<file path="src/rtl/core/gsg_pkg.sv">
// Shared constants, register codes and table-building functions for the
// two-peak Gaussian model unit. No dependencies.
`timescale 1ns / 1ps

package gsg_pkg;

  localparam int NPEAKS_DEF    = 2;
  localparam int EXP_DEPTH_DEF = 256;
  localparam int MAX_PEAKS     = 2;
  localparam int QUO_BITS      = 32;
  localparam int DIV_LAT       = QUO_BITS + 2;
  localparam int ADDR_W        = 5;
  localparam int DATA_W        = 32;
  localparam longint Q30_ONE   = longint'(1) <<< 30;

  // register index = paddr[4:2]
  typedef enum logic [2:0] {
    REG_AMPLITUDE_FIRST  = 3'd0,
    REG_CENTER_FIRST     = 3'd1,
    REG_WIDTH_FIRST      = 3'd2,
    REG_AMPLITUDE_SECOND = 3'd3,
    REG_CENTER_SECOND    = 3'd4,
    REG_WIDTH_SECOND     = 3'd5
  } cfg_reg_t;

  // exp(-h) in Q2.30 by a Taylor series through the h^16 term, h in Q2.30
  function automatic longint exp_series(input longint h);
    longint term;
    longint r;
    term = Q30_ONE;
    r    = Q30_ONE;
    term = (term * h + Q30_ONE / 2) / Q30_ONE / 1;  r = r - term;
    term = (term * h + Q30_ONE / 2) / Q30_ONE / 2;  r = r + term;
    term = (term * h + Q30_ONE / 2) / Q30_ONE / 3;  r = r - term;
    term = (term * h + Q30_ONE / 2) / Q30_ONE / 4;  r = r + term;
    term = (term * h + Q30_ONE / 2) / Q30_ONE / 5;  r = r - term;
    term = (term * h + Q30_ONE / 2) / Q30_ONE / 6;  r = r + term;
    term = (term * h + Q30_ONE / 2) / Q30_ONE / 7;  r = r - term;
    term = (term * h + Q30_ONE / 2) / Q30_ONE / 8;  r = r + term;
    term = (term * h + Q30_ONE / 2) / Q30_ONE / 9;  r = r - term;
    term = (term * h + Q30_ONE / 2) / Q30_ONE / 10; r = r + term;
    term = (term * h + Q30_ONE / 2) / Q30_ONE / 11; r = r - term;
    term = (term * h + Q30_ONE / 2) / Q30_ONE / 12; r = r + term;
    term = (term * h + Q30_ONE / 2) / Q30_ONE / 13; r = r - term;
    term = (term * h + Q30_ONE / 2) / Q30_ONE / 14; r = r + term;
    term = (term * h + Q30_ONE / 2) / Q30_ONE / 15; r = r - term;
    term = (term * h + Q30_ONE / 2) / Q30_ONE / 16; r = r + term;
    return r;
  endfunction

  // table entry k: r^k in Q2.30, rounded to Q16.16
  function automatic logic [31:0] exp_rom_entry(input longint r, input int k);
    longint cur;
    int     j;
    cur = Q30_ONE;
    for (j = 0; j < k; j++) begin
      cur = (cur * r + (longint'(1) <<< 29)) >>> 30;
    end
    return 32'((cur + 8192) >>> 14);
  endfunction

endpackage

</file>
<file path="src/rtl/core/gsg_div.sv">
// Pipelined signed divider, one quotient bit per stage, result saturated to
// 32-bit signed, quotient truncated toward zero. Uses gsg_pkg.
`timescale 1ns / 1ps

module gsg_div #(
  parameter int NW = 49,
  parameter int SW = 1
) (
  input  logic                                clk,
  input  logic                                en,
  input  logic signed [NW-1:0]                num,
  input  logic signed [gsg_pkg::QUO_BITS-1:0] den,
  input  logic        [SW-1:0]                side_in,
  output logic signed [gsg_pkg::QUO_BITS-1:0] quo,
  output logic        [SW-1:0]                side_out
);

  localparam int QB = gsg_pkg::QUO_BITS;
  localparam logic [QB-1:0] POS_MAX = {1'b0, {(QB-1){1'b1}}};
  localparam logic [QB-1:0] NEG_MIN = {1'b1, {(QB-1){1'b0}}};

  logic [QB-1:0] dmag;
  logic [NW-1:0] nmag;
  logic          sat0;

  logic [QB-1:0] rem  [QB+1];
  logic [QB-1:0] low  [QB+1];
  logic [QB-1:0] qacc [QB+1];
  logic          neg  [QB+1];
  logic          sat  [QB+1];
  logic [SW-1:0] sd   [QB+1];

  // magnitudes; quotient of 2^32 or more saturates
  assign dmag = den[QB-1] ? QB'(-den) : QB'(den);
  assign nmag = num[NW-1] ? NW'(-num) : NW'(num);
  assign sat0 = NW'(nmag[NW-1:QB]) >= NW'(dmag);

  always_ff @(posedge clk) begin
    if (en) begin
      rem[0]  <= sat0 ? '0 : QB'(nmag[NW-1:QB]);
      low[0]  <= nmag[QB-1:0];
      qacc[0] <= '0;
      neg[0]  <= num[NW-1] ^ den[QB-1];
      sat[0]  <= sat0;
      sd[0]   <= side_in;
    end
  end

  // restoring steps
  for (genvar s = 1; s <= QB; s++) begin : g_stage
    logic [QB:0] trial;
    logic        ge;
    assign trial = {rem[s-1], low[s-1][QB-1]};
    assign ge    = trial >= {1'b0, dmag};
    always_ff @(posedge clk) begin
      if (en) begin
        rem[s]  <= ge ? QB'(trial - {1'b0, dmag}) : QB'(trial);
        low[s]  <= {low[s-1][QB-2:0], 1'b0};
        qacc[s] <= {qacc[s-1][QB-2:0], ge};
        neg[s]  <= neg[s-1];
        sat[s]  <= sat[s-1];
        sd[s]   <= sd[s-1];
      end
    end
  end

  // sign and saturation
  always_ff @(posedge clk) begin
    if (en) begin
      side_out <= sd[QB];
      if (sat[QB]) begin
        quo <= neg[QB] ? NEG_MIN : POS_MAX;
      end else if (!neg[QB]) begin
        quo <= (qacc[QB] > POS_MAX) ? POS_MAX : qacc[QB];
      end else begin
        quo <= (qacc[QB] > NEG_MIN) ? NEG_MIN : QB'(-qacc[QB]);
      end
    end
  end

endmodule
</file>
<file path="config.mk">
export PLATFORM = sky130hd
export DESIGN_NAME = gsg_div
export DESIGN_NICKNAME = d
export VERILOG_FILES = /design/src/rtl/core/gsg_pkg.sv /design/src/rtl/core/gsg_div.sv
export SDC_FILE = /design/constraint.sdc
export NUM_CORES = 2
export LEC_CHECK = 0
export BUFFER_PORTS_ARGS = -buffer_cell sky130_fd_sc_hd__buf_2
export CORE_MARGIN = 2
export CORE_UTILIZATION = 60
export DETAILED_ROUTE_END_ITERATION = 8
export GPL_TIMING_DRIVEN = 0
export PLACE_DENSITY = 0.85
export SYNTH_ARGS = -nofsm -noshare
export SYNTH_HDL_FRONTEND = slang
export SYNTH_SLANG_ARGS = --single-unit
</file>
<file path="constraint.sdc">
create_clock -name clk -period 10.5 [get_ports clk]
set_input_delay 1.05 -clock clk [delete_from_list [all_inputs] [get_ports clk]]
set_output_delay 1.05 -clock clk [all_outputs]
set_load 0.1 [all_outputs]
</file>
==> key figures <==
Run status
  • Status: finished with violations
  • Failing checks: capacitance limit, slew limit

Floorplanning
  • Core region area: 0.212 mm^2
  • Number of placement rows: ~170
  • Starting density of the core: 60.4%
  • Die area: 0.217 mm^2
  • Ports placed on the boundary: ~120
  • Overall die height: 466 um
  • Die outline width: around 470 um

Worst hold path
  • Hold EP: sd[0]
  • HP Class: primary input to flop
  • Critical hold path startpoint: side_in
  • Cell depth of the worst hold path: 1

Yosys
  • Register bit total from synthesis: 2197
  • Share of flip-flops with an asynchronous set or reset after synthesis: 0%
  • Post-synthesis cell type with the largest combined area: edfxtp_1
  • Number of warning messages in the yosys log: 0
  • Yosys cell types: ~110
  • EDFF count, synth: roughly 2200
  • Area fraction of the dominant cell type after synthesis: 51.5%
  • Combined area of all synthesized cells: about 0.13 mm^2
  • Sequential element share of the synthesized area: about half
  • Average size of a mapped cell: roughly 11 um^2
  • Most area-consuming cells after synthesis: edfxtp_1 (51%), ha_1 (9.7%), a21oi_1 (4.4%)
  • Net count of the mapped netlist: between 10000 and 15000
  • Top FF cell, synth: edfxtp_1
  • Syn Inst Count: 11396

Layout
  • Growth of design area from synthesis to finish: 11.3%
  • Commonest cells after routing, fill and taps aside: edfxtp_1 (2197), a21oi_1 (1136), ha_1 (998)
  • Final cell count without fillers: ~15000
  • Fill cell instance count of the final layout: roughly 16000
  • Number of nets in the finished design: approximately 13000
  • Share of cells above drive strength 1: under 10%
  • Commonest non-fill, non-tap cell in the layout: edfxtp_1

Place
  • Number of placed instances with taps included: ~14000
  • Final GP Congestion: 0.957
  • Port buffer count: 113
  • Post-detail-place hpwl: between 200000 and 300000 um

STA
  • Final hold slack: 0.337 ns
  • Transition time at the pin with the least slew margin: between 1.5 and 2 ns
  • Number of failing setup endpoints in the final timing report: 0
  • Fraction of the cycle the final worst path needs: approximately 76%
  • Setup Skew: a little under 0.06 ns
  • Endpoints failing hold: 0
  • Max-slew violations: 19
  • Normalized max-slew margin: -1.86%
  • Unrepaired setup endpoints after global routing: no
  • Timing-limited maximum frequency: about 130 MHz
  • Final setup TNS: 0 ns
  • Final Critical Period: around 8.0 ns

Route
  • Average detailed-routed wire length per instance: between 20 and 30 um
  • Count of routing violations after the opening detailed-route iteration: about 10000
  • Final ANT Viol Nets: 0
  • Iteration count of the initial detailed-routing pass: 6
  • Total via count in the routed design: a little under 100k
  • Total DRC errors in the routed layout: 0
  • Overall routed net length: around 380000 um
  • Average via count per standard cell: 6.49

Clock network
  • Post-CTS Hold Buffers: 0
  • Clk_lat worst skew: 0.92 ns
  • PostCTS Resize Cnt: 0
  • CTS H-tree depth: 4
  • Setup Fix Bufs, Post-CTS: 0
  • Clock tree from TritonCTS: built
  • Clock Sinks: between 2000 and 2500
  • Clock buffer count from CTS: about 220
  • Clock root cell: clkbuf_16
  • Clock-pin transition on the worst setup and hold timing paths: around 0.060 ns
  • Clock Path Buffers: 3

Power
  • Static leakage: between 50 and 60 nW
  • Power density cells: approximately 330 mW/mm^2
  • Overall power consumption: around 48 mW
  • Peak supply drop: around 0.24 mV

Critical path
  • Reg2reg end: rem[0][686]
  • Cell count of the worst reg-to-reg path: 14
  • Endpoint kind of the worst setup timing path: flop
  • Data arrival time of the critical path: between 8 and 9 ns
  • Critical path class: primary input to flop
  • Worst R2R Start: rem[0][640]
  • Peak fanout along the critical path: 11
  • Register-to-register path setup slack: ~5.5 ns
  • CP Data Required Time: 11.17 ns
  • Kind of start point of the critical path: primary input

GRT
  • Number of antenna violations at the first check in global routing: 22
  • Maximum number of pins on one net before global-route repair: around 190
  • First-pass GRT wire length: about 560000 um
  • Overall routing resource usage: about a third
  • Number of global-route vias before repair: slightly above 90000
  • Congestion Overflow GR: 0

Flow run
  • Reported max-cap violation count: 3
-- worst max-delay path: stages --
cell      delay (ns)
buf_2           0.14
or4_4           0.58
nand4b_4        0.29
o21a_1          0.28
nor2_2          0.87
buf_4           0.62
buf_4           0.59
buf_2           0.94
buf_2           0.80
buf_2           0.81
buf_2           0.91
xnor2_1         0.21
nor2_1          0.07
xnor2_1         0.35
-- per-layer routing --
metal	vias to the layer above	global-route usage [%]	wire, um
met3	1211	5.83	30400
met1	46604	43.1	146000
li1	44102	-	-
met5	-	0	33
met2	4699	55.3	177000
met4	4	21.9	27700
-- synthesized netlist by cell type, types with 33 or more instances --
cell type,count
mux2_2,227
edfxtp_1,2197
xor2_1,344
o21bai_1,110
nand2b_1,152
a211oi_1,75
o211ai_1,50
nand4_1,129
a21oi_1,1137
xnor2_1,576
nor3_1,141
o21a_1,141
nor4_1,44
nor2b_1,151
and2_1,51
a31oi_1,112
inv_1,342
buf_2,68
or2_2,44
a21o_1,502
a21boi_0,40
nand3_1,175
o31a_1,33
nand2_1,839
o31ai_1,111
nor2_1,832
o21ai_0,809
clkbuf_1,201
ha_1,998
or3_1,58
and3_1,105
-- stage by stage --
| stage | utilization (%) | instance area [um^2] | setup WS (ns) |
|---|---|---|---|
| detailed placement | 63.6 | 135000 | 1.97 |
| global placement | 62.3 | 132000 | -24.81 |
| floorplan | - | 128000 | 3.43 |
| finish | 67.3 | 143000 | 2.52 |
| CTS | 67.2 | 143000 | 2.91 |
| global route | 67.2 | 143000 | 2.85 |
-- worst max-delay path by stage --
stage,startpoint,end,slack (ns),depth (start not counted)
6_report,den[13],rem[0][883],2.52,14
5_1_grt,den[13],rem[0][883],2.85,14
2_1_floorplan,den[31],rem[0][75],3.43,18
3_5_place_dp,den[13],rem[0][883],1.97,14
4_1_cts,den[13],rem[0][883],2.91,14
3_3_place_gp,en,qacc[1][508],-24.81,1
-- area by class of cell --
type / instances / area [um^2] / share of cell area (%)
Clock inverter: 159 / 1980 / 1.39
Timing Repair Buffer: 211 / 2710 / 1.90
Tap cell: 2821 / 3530 / 2.47
Inverter: 344 / 1300 / 0.909
Clock buffer: 252 / 5670 / 3.97
Multi-Input combinational cell: 8553 / 60100 / 42.1
Antenna cell: 49 / 123 / 0.0860
Buffer: 302 / 1290 / 0.902
Sequential cell: 2197 / 66000 / 46.3
-- report_power, final --
group | switching, mW | total, mW | internal, mW | leakage [nW]
logic | 14.3 | 24.2 | 9.83 | 30.2
registers | 1.72 | 15.3 | 13.5 | 21.4
clock network | 3.58 | 8.31 | 4.73 | 3.66
-- state kept, by name, summed over array words and instances, names as in the netlist --
signal,flops
rem,1009
low,528
qacc,528
neg,33
sat,33
sd,33
quo,32
side_out,1
-- cells by family (layout without fill, tap and decap cells) --
group	count (synthesis)	in the layout	share of synthesized area, %
and+or+nand+nor	2859	2859	10.7
muxes	249	249	2.17
xor gates and xnor gates	925	925	6.38
adders and majority gates	1051	1051	10.4
DFF	2197	2197	51.5
buffers and inverters	646	1268	2.01
other	0	49	0
AOI/OAI and AO/OA	3469	3469	16.9
No activity file was read; power rests on OpenSTA's default activity.
